===== config.mk =====
export PLATFORM = sky130hd
export DESIGN_NAME = json_string_unescape_top_flat
export DESIGN_NICKNAME = d
export VERILOG_FILES = /design/src/rtl/jsu_pkg.sv /design/src/rtl/jsu_in_if.sv /design/src/rtl/jsu_out_if.sv /design/src/rtl/json_string_unescape_top.sv /design/src/flat_wrapper.sv
export SDC_FILE = /design/constraint.sdc
export NUM_CORES = 1
export LEC_CHECK = 0
export ABC_AREA = 1
export BUFFER_PORTS_ARGS = -buffer_cell sky130_fd_sc_hd__clkbuf_2
export CAP_MARGIN = 0
export CORE_MARGIN = 2
export CORE_UTILIZATION = 25
export DETAILED_ROUTE_END_ITERATION = 10
export SKIP_LAST_GASP = 1
export SLEW_MARGIN = 40
export SYNTH_ARGS = -nofsm -noshare
export SYNTH_HDL_FRONTEND = slang
export SYNTH_SLANG_ARGS = --single-unit

===== constraint.sdc =====
create_clock -name clk -period 2.8 [get_ports clk]
set_input_delay 0.56 -clock clk [delete_from_list [all_inputs] [get_ports clk]]
set_output_delay 0.56 -clock clk [all_outputs]
set_load 0.02 [all_outputs]

===== src/rtl/jsu_pkg.sv =====
package jsu_pkg;

	localparam int UNIT_W = 16;

	localparam logic [UNIT_W-1:0] CH_BSL   = 16'h005C;
	localparam logic [UNIT_W-1:0] CH_N     = 16'h006E;
	localparam logic [UNIT_W-1:0] CH_T     = 16'h0074;
	localparam logic [UNIT_W-1:0] CH_QUOTE = 16'h0022;
	localparam logic [UNIT_W-1:0] CH_SLASH = 16'h002F;
	localparam logic [UNIT_W-1:0] CH_U     = 16'h0075;
	localparam logic [UNIT_W-1:0] CH_LF    = 16'h000A;
	localparam logic [UNIT_W-1:0] CH_TAB   = 16'h0009;

endpackage


===== src/rtl/jsu_in_if.sv =====
interface jsu_in_if import jsu_pkg::*; ();
	logic              valid;
	logic              ready;
	logic [UNIT_W-1:0] code_unit;
	logic              end_of_string;

	modport source (output valid, output code_unit, output end_of_string, input ready);
	modport sink   (input valid, input code_unit, input end_of_string, output ready);
endinterface


===== src/rtl/jsu_out_if.sv =====
interface jsu_out_if import jsu_pkg::*; ();
	logic              valid;
	logic              ready;
	logic [UNIT_W-1:0] out_unit;
	logic              unit_valid;
	logic              last;

	modport source (output valid, output out_unit, output unit_valid, output last, input ready);
	modport sink   (input valid, input out_unit, input unit_valid, input last, output ready);
endinterface


===== src/rtl/json_string_unescape_top.sv =====
// JSON string unescaper, one UTF-16 code unit per word.
// The escaped channel takes one code unit per word, with end_of_string set on
// the final unit of a string. The unescaped channel delivers the decoded text,
// one code unit per word, with last set on the final word of the string. An
// end word that yields no character gives one word with unit_valid low.
// A word is taken into an input register; the escape logic resolves it there
// and, once the result register is free, loads that register with up to three
// code units, from which the output is offered. Throughput is one input word
// per cycle as long as each word yields at most one result and the receiver is
// ready. A word that yields several results holds the result register until
// all are taken, one code unit per cycle while the receiver is ready; words
// that yield nothing (a backslash, collected hex digits) pass without using it.
// The input stays ready while a result waits, until the input register itself
// is blocked behind a full result register; a stalled receiver then holds the
// input back without losing or repeating any word.
// Reset clears the escape mode, the hex count and both registers; the hex
// buffer holds no meaning until units are collected into it.
module json_string_unescape_top import jsu_pkg::*; (
	input  logic      clk,
	input  logic      arst_n,
	jsu_in_if.sink    escaped,
	jsu_out_if.source unescaped
);

	typedef enum logic [1:0] {
		MODE_NORMAL = 2'd0,
		MODE_ESC    = 2'd1,
		MODE_HEX    = 2'd2
	} mode_t;

	typedef struct packed {
		logic [2:0][UNIT_W-1:0] unit;
		logic [1:0]             n;
	} res_list_t;

	typedef struct packed {
		logic       ok;
		logic [3:0] val;
	} hex_digit_t;

	function automatic res_list_t add_unit(res_list_t l, logic [UNIT_W-1:0] v);
		res_list_t r;
		r = l;
		if (l.n != 2'd3) begin
			r.unit[l.n] = v;
			r.n = l.n + 2'd1;
		end
		return r;
	endfunction

	function automatic res_list_t add_escaped(res_list_t l, logic [UNIT_W-1:0] u);
		res_list_t r;
		r = l;
		if (u == CH_N) begin
			r = add_unit(r, CH_LF);
		end else if (u == CH_T) begin
			r = add_unit(r, CH_TAB);
		end else if (u == CH_QUOTE || u == CH_BSL || u == CH_SLASH) begin
			r = add_unit(r, u);
		end else begin
			r = add_unit(r, CH_BSL);
			r = add_unit(r, u);
		end
		return r;
	endfunction

	function automatic hex_digit_t hex_digit(logic [UNIT_W-1:0] c);
		hex_digit_t d;
		d.ok = 1'b1;
		d.val = c[3:0];
		if (c >= 16'h0030 && c <= 16'h0039) begin
			d.val = c[3:0];
		end else if ((c >= 16'h0061 && c <= 16'h0066) || (c >= 16'h0041 && c <= 16'h0046)) begin
			d.val = c[3:0] + 4'd9;
		end else begin
			d.ok = 1'b0;
		end
		return d;
	endfunction

	mode_t                  mode_q, mode_d;
	logic [1:0]             hex_count_q, hex_count_d;
	logic [2:0][UNIT_W-1:0] hex_buf_q;
	logic                   buf_we;

	logic                   v_s1;
	logic [UNIT_W-1:0]      unit_s1;
	logic                   end_s1;

	logic                   busy_q;
	logic [2:0][UNIT_W-1:0] res_unit_q;
	logic [1:0]             res_cnt_q;
	logic [1:0]             res_idx_q;
	logic                   res_uv_q;
	logic                   res_end_q;

	res_list_t              lst;
	logic [3:0][UNIT_W-1:0] hex_seq;
	logic [UNIT_W-1:0]      hex_acc;
	logic                   hex_any;
	logic                   hex_run;
	hex_digit_t             dig;

	logic in_fire, out_fire, final_take, res_free, adv, res_load;

	always_comb begin
		hex_seq = {unit_s1, hex_buf_q[2], hex_buf_q[1], hex_buf_q[0]};
		hex_acc = '0;
		hex_any = 1'b0;
		hex_run = 1'b1;
		dig = '0;
		for (int k = 0; k < 4; k++) begin
			dig = hex_digit(hex_seq[k]);
			if (hex_run && dig.ok) begin
				hex_acc = {hex_acc[UNIT_W-5:0], dig.val};
				hex_any = 1'b1;
			end else begin
				hex_run = 1'b0;
			end
		end
	end

	always_comb begin
		lst = '0;
		mode_d = mode_q;
		hex_count_d = hex_count_q;
		buf_we = 1'b0;
		unique case (mode_q)
			MODE_ESC: begin
				mode_d = MODE_NORMAL;
				if (unit_s1 == CH_U) begin
					if (!end_s1) begin
						mode_d = MODE_HEX;
						hex_count_d = 2'd0;
					end
				end else begin
					lst = add_escaped(lst, unit_s1);
				end
			end
			MODE_HEX: begin
				if (hex_count_q == 2'd3) begin
					if (hex_any) begin
						lst = add_unit(lst, hex_acc);
					end
					mode_d = MODE_NORMAL;
					hex_count_d = 2'd0;
				end else begin
					buf_we = 1'b1;
					hex_count_d = hex_count_q + 2'd1;
					if (end_s1) begin
						case (hex_count_q)
							2'd0: lst = add_unit(lst, unit_s1);
							2'd1: begin
								if (hex_buf_q[0] == CH_BSL) begin
									if (unit_s1 != CH_U) begin
										lst = add_escaped(lst, unit_s1);
									end
								end else begin
									lst = add_unit(lst, hex_buf_q[0]);
									lst = add_unit(lst, unit_s1);
								end
							end
							2'd2: begin
								if (hex_buf_q[0] == CH_BSL) begin
									if (hex_buf_q[1] != CH_U) begin
										lst = add_escaped(lst, hex_buf_q[1]);
									end
									lst = add_unit(lst, unit_s1);
								end else begin
									lst = add_unit(lst, hex_buf_q[0]);
									if (hex_buf_q[1] == CH_BSL) begin
										if (unit_s1 != CH_U) begin
											lst = add_escaped(lst, unit_s1);
										end
									end else begin
										lst = add_unit(lst, hex_buf_q[1]);
										lst = add_unit(lst, unit_s1);
									end
								end
							end
							default: ;
						endcase
					end
				end
			end
			default: begin
				if (unit_s1 == CH_BSL && !end_s1) begin
					mode_d = MODE_ESC;
				end else begin
					lst = add_unit(lst, unit_s1);
				end
			end
		endcase
		if (end_s1) begin
			mode_d = MODE_NORMAL;
			hex_count_d = 2'd0;
		end
	end

	assign out_fire   = busy_q && unescaped.ready;
	assign final_take = out_fire && (res_idx_q == res_cnt_q - 2'd1);
	assign res_free   = !busy_q || final_take;
	assign adv        = v_s1 && (((lst.n == 2'd0) && !end_s1) || res_free);
	assign res_load   = adv && ((lst.n != 2'd0) || end_s1);
	assign escaped.ready = !v_s1 || adv;
	assign in_fire    = escaped.valid && escaped.ready;

	assign unescaped.valid      = busy_q;
	assign unescaped.out_unit   = res_unit_q[res_idx_q];
	assign unescaped.unit_valid = res_uv_q;
	assign unescaped.last       = res_end_q && (res_idx_q == res_cnt_q - 2'd1);

	always_ff @(posedge clk or negedge arst_n) begin
		if (!arst_n) begin
			mode_q <= MODE_NORMAL;
			hex_count_q <= 2'd0;
			hex_buf_q <= '0;
			v_s1 <= 1'b0;
			unit_s1 <= '0;
			end_s1 <= 1'b0;
			busy_q <= 1'b0;
			res_unit_q <= '0;
			res_cnt_q <= 2'd1;
			res_idx_q <= 2'd0;
			res_uv_q <= 1'b0;
			res_end_q <= 1'b0;
		end else begin
			if (in_fire) begin
				v_s1 <= 1'b1;
				unit_s1 <= escaped.code_unit;
				end_s1 <= escaped.end_of_string;
			end else if (adv) begin
				v_s1 <= 1'b0;
			end
			if (adv) begin
				mode_q <= mode_d;
				hex_count_q <= hex_count_d;
				if (buf_we) begin
					hex_buf_q[hex_count_q] <= unit_s1;
				end
			end
			if (res_load) begin
				busy_q <= 1'b1;
				res_unit_q <= lst.unit;
				res_cnt_q <= (lst.n == 2'd0) ? 2'd1 : lst.n;
				res_idx_q <= 2'd0;
				res_uv_q <= (lst.n != 2'd0);
				res_end_q <= end_s1;
			end else if (final_take) begin
				busy_q <= 1'b0;
			end else if (out_fire) begin
				res_idx_q <= res_idx_q + 2'd1;
			end
		end
	end

	a_idx_in_range: assert property (@(posedge clk) disable iff (!arst_n)
		busy_q |-> (res_idx_q < res_cnt_q) && (res_cnt_q != 2'd0))
		else $error("result index beyond result count");

	a_marker_is_last: assert property (@(posedge clk) disable iff (!arst_n)
		(unescaped.valid && !unescaped.unit_valid) |-> unescaped.last)
		else $error("empty marker not flagged last");

	a_end_gives_result: assert property (@(posedge clk) disable iff (!arst_n)
		(adv && end_s1) |-> res_load)
		else $error("end of string retired without a result");

	a_s1_held: assert property (@(posedge clk) disable iff (!arst_n)
		(v_s1 && !adv) |=> (v_s1 && $stable(unit_s1) && $stable(end_s1)))
		else $error("blocked input word lost");

	a_end_resets_mode: assert property (@(posedge clk) disable iff (!arst_n)
		(adv && end_s1) |=> (mode_q == MODE_NORMAL && hex_count_q == 2'd0))
		else $error("mode not cleared at end of string");

endmodule


===== src/flat_wrapper.sv =====
// flat-port wrapper written by rule: the top's interface ports become plain ports
module json_string_unescape_top_flat import jsu_pkg::*;
  (clk, arst_n, escaped_valid, escaped_code_unit, escaped_end_of_string, escaped_ready, unescaped_valid, unescaped_out_unit, unescaped_unit_valid, unescaped_last, unescaped_ready);
  jsu_in_if escaped_i ();
  jsu_out_if unescaped_i ();
  input  logic clk;
  input  logic arst_n;
  input wire logic [$bits(escaped_i.valid)-1:0] escaped_valid;
  input wire logic [$bits(escaped_i.code_unit)-1:0] escaped_code_unit;
  input wire logic [$bits(escaped_i.end_of_string)-1:0] escaped_end_of_string;
  output wire logic [$bits(escaped_i.ready)-1:0] escaped_ready;
  output wire logic [$bits(unescaped_i.valid)-1:0] unescaped_valid;
  output wire logic [$bits(unescaped_i.out_unit)-1:0] unescaped_out_unit;
  output wire logic [$bits(unescaped_i.unit_valid)-1:0] unescaped_unit_valid;
  output wire logic [$bits(unescaped_i.last)-1:0] unescaped_last;
  input wire logic [$bits(unescaped_i.ready)-1:0] unescaped_ready;
  assign escaped_i.valid = escaped_valid;
  assign escaped_i.code_unit = escaped_code_unit;
  assign escaped_i.end_of_string = escaped_end_of_string;
  assign escaped_ready = escaped_i.ready;
  assign unescaped_valid = unescaped_i.valid;
  assign unescaped_out_unit = unescaped_i.out_unit;
  assign unescaped_unit_valid = unescaped_i.unit_valid;
  assign unescaped_last = unescaped_i.last;
  assign unescaped_i.ready = unescaped_ready;
  json_string_unescape_top u_core (.clk(clk), .arst_n(arst_n), .escaped(escaped_i), .unescaped(unescaped_i));
endmodule

# Word level (Yosys, flattened, before mapping)
# Cells that the tools add are included.
# totals
reg_bits,125
out_inout_bits,20
word_cells,335
# op_classes
addsub,15
magnitude_cmp,43
n_eq_ne,31
n_mux,162
bitwise,9
reduce_logical,59
# ops
cell,n
$mux W50,54
$mux W18,31
$bwmux W48,10
$demux W16 S2,9
$mux W16,11
$pmux W50 S3,1
$eq A16 B7 Y1 const B,8
$ge A16 B7 Y1 const B,8
$le A16 B7 Y1 const B,8
$pmux W50 S2,1
$and A14 B42 Y42,2
$not A42 Y42,2
$eq A16 B6 Y1 const B,4
$ge A16 B6 Y1 const B,4
$le A16 B6 Y1 const B,4
$and A12 B36 Y36,1
$mux W4,9
$not A36 Y36,1
$bmux W16 S2,1
$logic_and A1 B1 Y1,32
$ne A16 B7 Y1 const B,2
$lt A2 B3 Y1 const B,10
$mux W2,11
$add A2 B1 Y2 const B,10
other kinds (22),85

# Depth between registers and ports, before layout
# depth
ltp_word,46
ltp_mapped,21
mapped_depth_nobuf,21

# Worst setup path before layout
# No wires, ideal clock.
# synth_path
path_kind,reg2out
from,register u_core.hex_buf_q[16] in the netlist's numbering
to,output port escaped_ready
arrival_ps,2287
path_slack_ps,-47
stages_incl_launch_ff,18
n_path_buf,2
cell_sequence,dfrtp_1 -> inv_1 -> ha_1 -> inv_1 -> nor2_1 -> nand3b_1 -> nand2b_4 -> nor2_1 -> nand3_1 -> nand3_1 -> nand2_1 -> nand2_1 -> nand2_1 -> nand2_1 -> nand4_4 -> nand3_1 -> buf_4 -> buf_6
# synth_via
elab_chain_len,24
# synth_lines
element,line,source
from (decl),json_string_unescape_top.sv:83,logic [2:0][UNIT_W-1:0] hex_buf_q;
"from (signal, indexed assignment)",json_string_unescape_top.sv:239,hex_buf_q[hex_count_q] <= unit_s1;
$eq A16 B6 Y1 / $eq A16 B7 Y1 (equally long branches),"json_string_unescape_top.sv:58, json_string_unescape_top.sv:171",
$logic_or A1 B1 Y1 (2 in a row),json_string_unescape_top.sv:58,end else if (u == CH_QUOTE || u == CH_BSL || u == CH_SLASH) begin
$mux W50,json_string_unescape_top.sv:58,
$mux W50,json_string_unescape_top.sv:56,end else if (u == CH_T) begin
$mux W50,json_string_unescape_top.sv:54,if (u == CH_N) begin
$mux W50,json_string_unescape_top.sv:165,if (hex_buf_q[1] != CH_U) begin
$mux W50,json_string_unescape_top.sv:164,if (hex_buf_q[0] == CH_BSL) begin
$mux W50,json_string_unescape_top.sv:151,case (hex_count_q)
[... 7 more ...],--,
$mux W50,json_string_unescape_top.sv:150,if (end_s1) begin
$mux W50 (*),json_string_unescape_top.sv:141,if (hex_count_q == 2'd3) begin
$pmux W50 S2 (*),json_string_unescape_top.sv:128,unique case (mode_q)
$logic_not A2 Y1 (*),json_string_unescape_top.sv:203,assign adv = v_s1 && (((lst.n == 2'd0) && !end_s1) || res_free);
$logic_and A1 B1 Y1 (*),json_string_unescape_top.sv:203,
$logic_or A1 B1 Y1 (*),json_string_unescape_top.sv:203,
$logic_and A1 B1 Y1 (*),json_string_unescape_top.sv:203,
$logic_or A1 B1 Y1 (*),json_string_unescape_top.sv:205,assign escaped.ready = !v_s1 || adv;
to (decl),flat_wrapper.sv:11,output wire logic [$bits(escaped_i.ready)-1:0] escaped_ready;
# Mark *: on every way between the ends. The rest lies on a longest branch, timed or not. The select of a mux whose other input is x is not followed.

# Worst setup path after layout
# layout_path
from,register u_core.hex_buf_q[1] in the netlist's numbering
to,output port escaped_ready
# layout_via
elab_chain_len,20
# layout_lines
element,line,source
$ge A16 B7 Y1 / $le A16 B7 Y1 (equally long branches),json_string_unescape_top.sv:73,end else if ((c >= 16'h0061 && c <= 16'h0066) || (c >= 16'h0041 && c <= 16'h0046)) begin
$logic_and A1 B1 Y1,json_string_unescape_top.sv:73,
$logic_or A1 B1 Y1,json_string_unescape_top.sv:73,
$mux W1,json_string_unescape_top.sv:73,
$mux W1,json_string_unescape_top.sv:71,if (c >= 16'h0030 && c <= 16'h0039) begin
$mux W1,json_string_unescape_top.sv:114,if (hex_run && dig.ok) begin
$logic_and A1 B1 Y1,json_string_unescape_top.sv:114,
$mux W1,json_string_unescape_top.sv:114,
[... 4 more ...],--,
$mux W18,json_string_unescape_top.sv:142,if (hex_any) begin
$mux W50 (*),json_string_unescape_top.sv:141,
$pmux W50 S2 (*),json_string_unescape_top.sv:128,
$logic_not A2 Y1 (*),json_string_unescape_top.sv:203,
$logic_and A1 B1 Y1 (*),json_string_unescape_top.sv:203,
$logic_or A1 B1 Y1 (*),json_string_unescape_top.sv:203,
$logic_and A1 B1 Y1 (*),json_string_unescape_top.sv:203,
$logic_or A1 B1 Y1 (*),json_string_unescape_top.sv:205,
# Mark *: on every way between the ends. The rest lies on a longest branch, timed or not.

==> summary.txt <==
crit share post-route -> 113%
endpoints failing setup -> 9
Starting Density -> 25.5%
Final Hold Vio Count -> 0
Final HPWL DP -> 27.2 mm
cell area after synthesis -> 0.00910 mm²
count of flip-flops with a built-in enable after synthesis -> 0
net total in the final layout -> 1621
smallest setup slack after layout -> -0.368 ns
Setup TNS -> -0.832 ns
via count normalized by instance count -> 5.06
RePlAce Congestion -> 0.977
# hold bufs at CTS -> 0
number of DRC markers in iteration 0 -> 1109
Final Hold Slack -> 0.141 ns
Synth Area in Compound Gates -> 14.1%
Max-Slew Margin vs Limit -> 56.3%
main area contributors after synthesis -> dfrtp_1 (34%), nand2_1 (18%), o21ai_0 (6.6%)
floorplan die area -> 0.0379 mm²
share of cell area taken by muxes after synthesis -> 0%
startpoint kind of the worst setup timing path -> register
ratio of cells with drive above 1 in the final layout -> 26.9%
CTS H-tree depth -> 4
share of synthesized cell area in full adder, half adder and majority cells -> 3.02%
first-pass detailed-route iteration total -> 5
area of the core region -> 0.0357 mm²
number of antenna violations at the first check in global routing -> 0
slew at the pin with the worst max-slew slack -> 0.655 ns
wire length per cell after detailed routing -> 18.5 µm
clock-pin slew reported for the worst setup and hold paths after clock tree synthesis -> 0.06 ns
Synthesized Nets -> 1403
Horiz. Die Dim -> 195 µm
worst-case clock skew -> 0.0102 ns
height of the die -> 195 µm
count of fill cells added during filler insertion -> 3866
number of nets with antenna violations after routing -> 0
Max Slew Vio Count -> 0
cell taking the most area after synthesis -> dfrtp_1
Diodes inserted -> 0
vias in the first global route -> 9870
Async S/R FF share, synth -> 100%
clock root buffer -> clkbuf_16
placed insts -> 1980
synthesized-area fraction occupied by and/or/nand/nor cells -> 37.2%
Peak Freq -> 0.316 GHz
share of the core filled with cells in the final layout -> 34.9%
total global-route track usage -> 19.4%
io pins -> 41
kind of critical path -> reg -> out
WL final -> 37.9 mm
XOR/XNOR Fraction of Synth Area -> 0.674%
post-layout min period -> 3.17 ns
area share of the largest cell type after synthesis -> 34.1%
area growth from synthesis to final layout -> 37.0%
number of buffers on the longest clock path -> 2
number of input and output port buffers inserted -> 40
TritonCTS clock tree -> yes
Num Clock Sinks -> 125
DRC violation count after routing -> 0
fin cells -> 2051
total congestion overflow after global routing -> 0
pin count of the biggest net entering global routing -> 82
cts bufs inserted -> 17
Leak -> 6.21 nW
Cell Rows -> 69
wire length of the first global-routing pass -> 57.0 mm
combinational family with the most area after synthesis -> simple AND/OR/NAND/NOR gates
largest fanout on the critical path -> 3
number of distinct library cells after synthesis -> 47
data required time of the worst path -> 2.24 ns
violated checks -> setup timing
count of yosys warnings during synthesis -> 0
Worst Hold Class -> in -> async
result of the run -> finished with violations
clock insertion delay at the later pin of the skew report -> 0.43 ns
count of maximum capacitance violations -> 0
nature of the critical path endpoint -> output pin
gate count after technology mapping -> 1360
FF+latch count, synth -> 125
RSZ-0062 raised after global routing -> yes
power density over the cells -> 841 mW/mm²
synthesized area per cell -> 6.69 µm²
total power of the final layout -> 10.5 mW
number of vias in the routed layout -> 10400
endpoint arrival time on the critical path -> 2.61 ns
Top FF cell, synth -> dfrtp_1
share of synthesized area occupied by flip-flops and latches -> 34.4%
Worst IR Drop VDD -> 0.000445 V
worst paths after layout:
path,startpoint,end,slack (ns),cells past startpoint
setup / recovery,u_core.hex_buf_q[1]$_DFFE_PN0P_,escaped_ready,-0.37,19
hold / removal,arst_n,u_core.res_unit_q[19]$_DFFE_PN0P_,0.14,2
setup reg to reg,u_core.hex_buf_q[1]$_DFFE_PN0P_,u_core.res_unit_q[5]$_DFFE_PN0P_,-0.24,26
hold reg to reg,u_core.res_unit_q[0]$_DFFE_PN0P_,u_core.res_unit_q[0]$_DFFE_PN0P_,0.48,2
max in group asynchronous,arst_n,u_core.hex_buf_q[32]$_DFFE_PN0P_,2.08,2
min in group clk,escaped_code_unit[7],u_core.unit_s1[7]$_DFFE_PN0P_,0.36,3
critical path, cell delays in order, from the launching register on:
cell	delay, ns
dfrtp_1	0.38
inv_2	0.08
ha_4	0.13
nand2_2	0.04
nor2_1	0.09
nand3_1	0.13
nor2_4	0.21
inv_2	0.07
buf_4	0.14
nor2_4	0.07
nor2_1	0.04
nand2_1	0.05
nand2_1	0.07
nand2_2	0.08
nand2_4	0.06
nand2_4	0.07
nand4_4	0.11
nand3_2	0.09
buf_6	0.14
buf_8	0.11
layer usage:
| metal | share of wire [%] | wire (µm) | GRT usage, % | vias up |
|---|---|---|---|---|
| met5 | 0 | 0 | 0 | - |
| met4 | 2.8 | 1070 | 6.47 | 0 |
| li1 | - | - | - | 4934 |
| met2 | 44 | 16700 | 29.7 | 444 |
| met1 | 44 | 16900 | 27.1 | 4937 |
| met3 | 8.8 | 3340 | 4.13 | 64 |
layout make-up:
type	instances	area [µm²]	area share, %
clock buffers	18	429	3.44
well taps	461	577	4.63
inverters	139	524	4.20
multi-input cells	1016	5270	42.3
clock inverters	13	191	1.54
flip-flops and latches	125	3140	25.1
repair buffers	279	2340	18.8
what timing repair did:
| action | 4_1_cts | 5_1_grt |
|---|---|---|
| pin swaps | 19 | 31 |
| gates resized for setup | 35 | 86 |
| gates cloned | 0 | 8 |
| setup endpoints to repair | 29 | 125 |
| buffers inserted | 22 | 13 |
sequential cells by signal, summed over array words and instances (netlist names):
register                     count
u_core.res_idx_q                 2
u_core.res_unit_q               48
u_core.unit_s1                  16
u_core.hex_buf_q                48
u_core.res_end_q                 1
u_core.hex_count_q               2
u_core.v_s1                      1
u_core.res_cnt_q                 2
u_core.unescaped.unit_valid      1
u_core.end_s1                    1
u_core.unescaped.valid           1
u_core.mode_q                    2
synth_stat cells (5+ instances only):
cell and count:
nand2_2 6, a31oi_1 14, xor2_1 6, nand3_1 113, buf_6 9, buf_2 35, a21oi_1 44, nor2_4 6
ha_1 22, o21ai_0 120, o22ai_1 18, inv_2 9, inv_1 127, nand4_1 64, o211ai_1 13, nor2_1 88
nand3b_1 5, dfrtp_1 124, nor3_1 12, clkbuf_1 23, buf_4 9, o21ai_1 8, nand2_1 440
power by group:
part / switching [mW] / internal [mW]
Clock: 0.893 / 1.49
Sequential: 0.266 / 2.16
Combinational: 3.53 / 2.14
Total: 4.69 / 5.80
cell families (layout without fill, tap and decap cells):
family | count (synthesis) | after routing
DFF | 125 | 125
buffers and inverters | 219 | 449
and+or+nand+nor | 757 | 757
xor gates and xnor gates | 7 | 7
AOI/OAI and AO/OA | 230 | 230
adders and majority gates | 22 | 22
stage by stage:
stage	setup slack [ns]	area, µm²
6_report	-0.368	12500
2_1_floorplan	0.00178	9100
3_3_place_gp	-0.0742	11100
5_1_grt	-0.486	12500
4_1_cts	-0.371	12000
3_5_place_dp	-0.0932	11100
layout by cell type, fill, tap and decap left out, drive strengths merged, types with 2 or more instances in the layout:
cell / instances
a21oi: 45
a31oi: 14
buf: 236
bufinv: 4
clkbuf: 61
clkinv: 7
clkinvlp: 2
dfrtp: 124
ha: 22
inv: 139
nand2: 449
nand3: 116
nand3b: 5
nand4: 68
nor2: 98
nor3: 12
nor4: 4
o2111ai: 2
o211ai: 13
o21ai: 128
o221ai: 2
o22ai: 18
or2: 4
xor2: 6
Note: power is estimated with default switching activity, not from simulation.
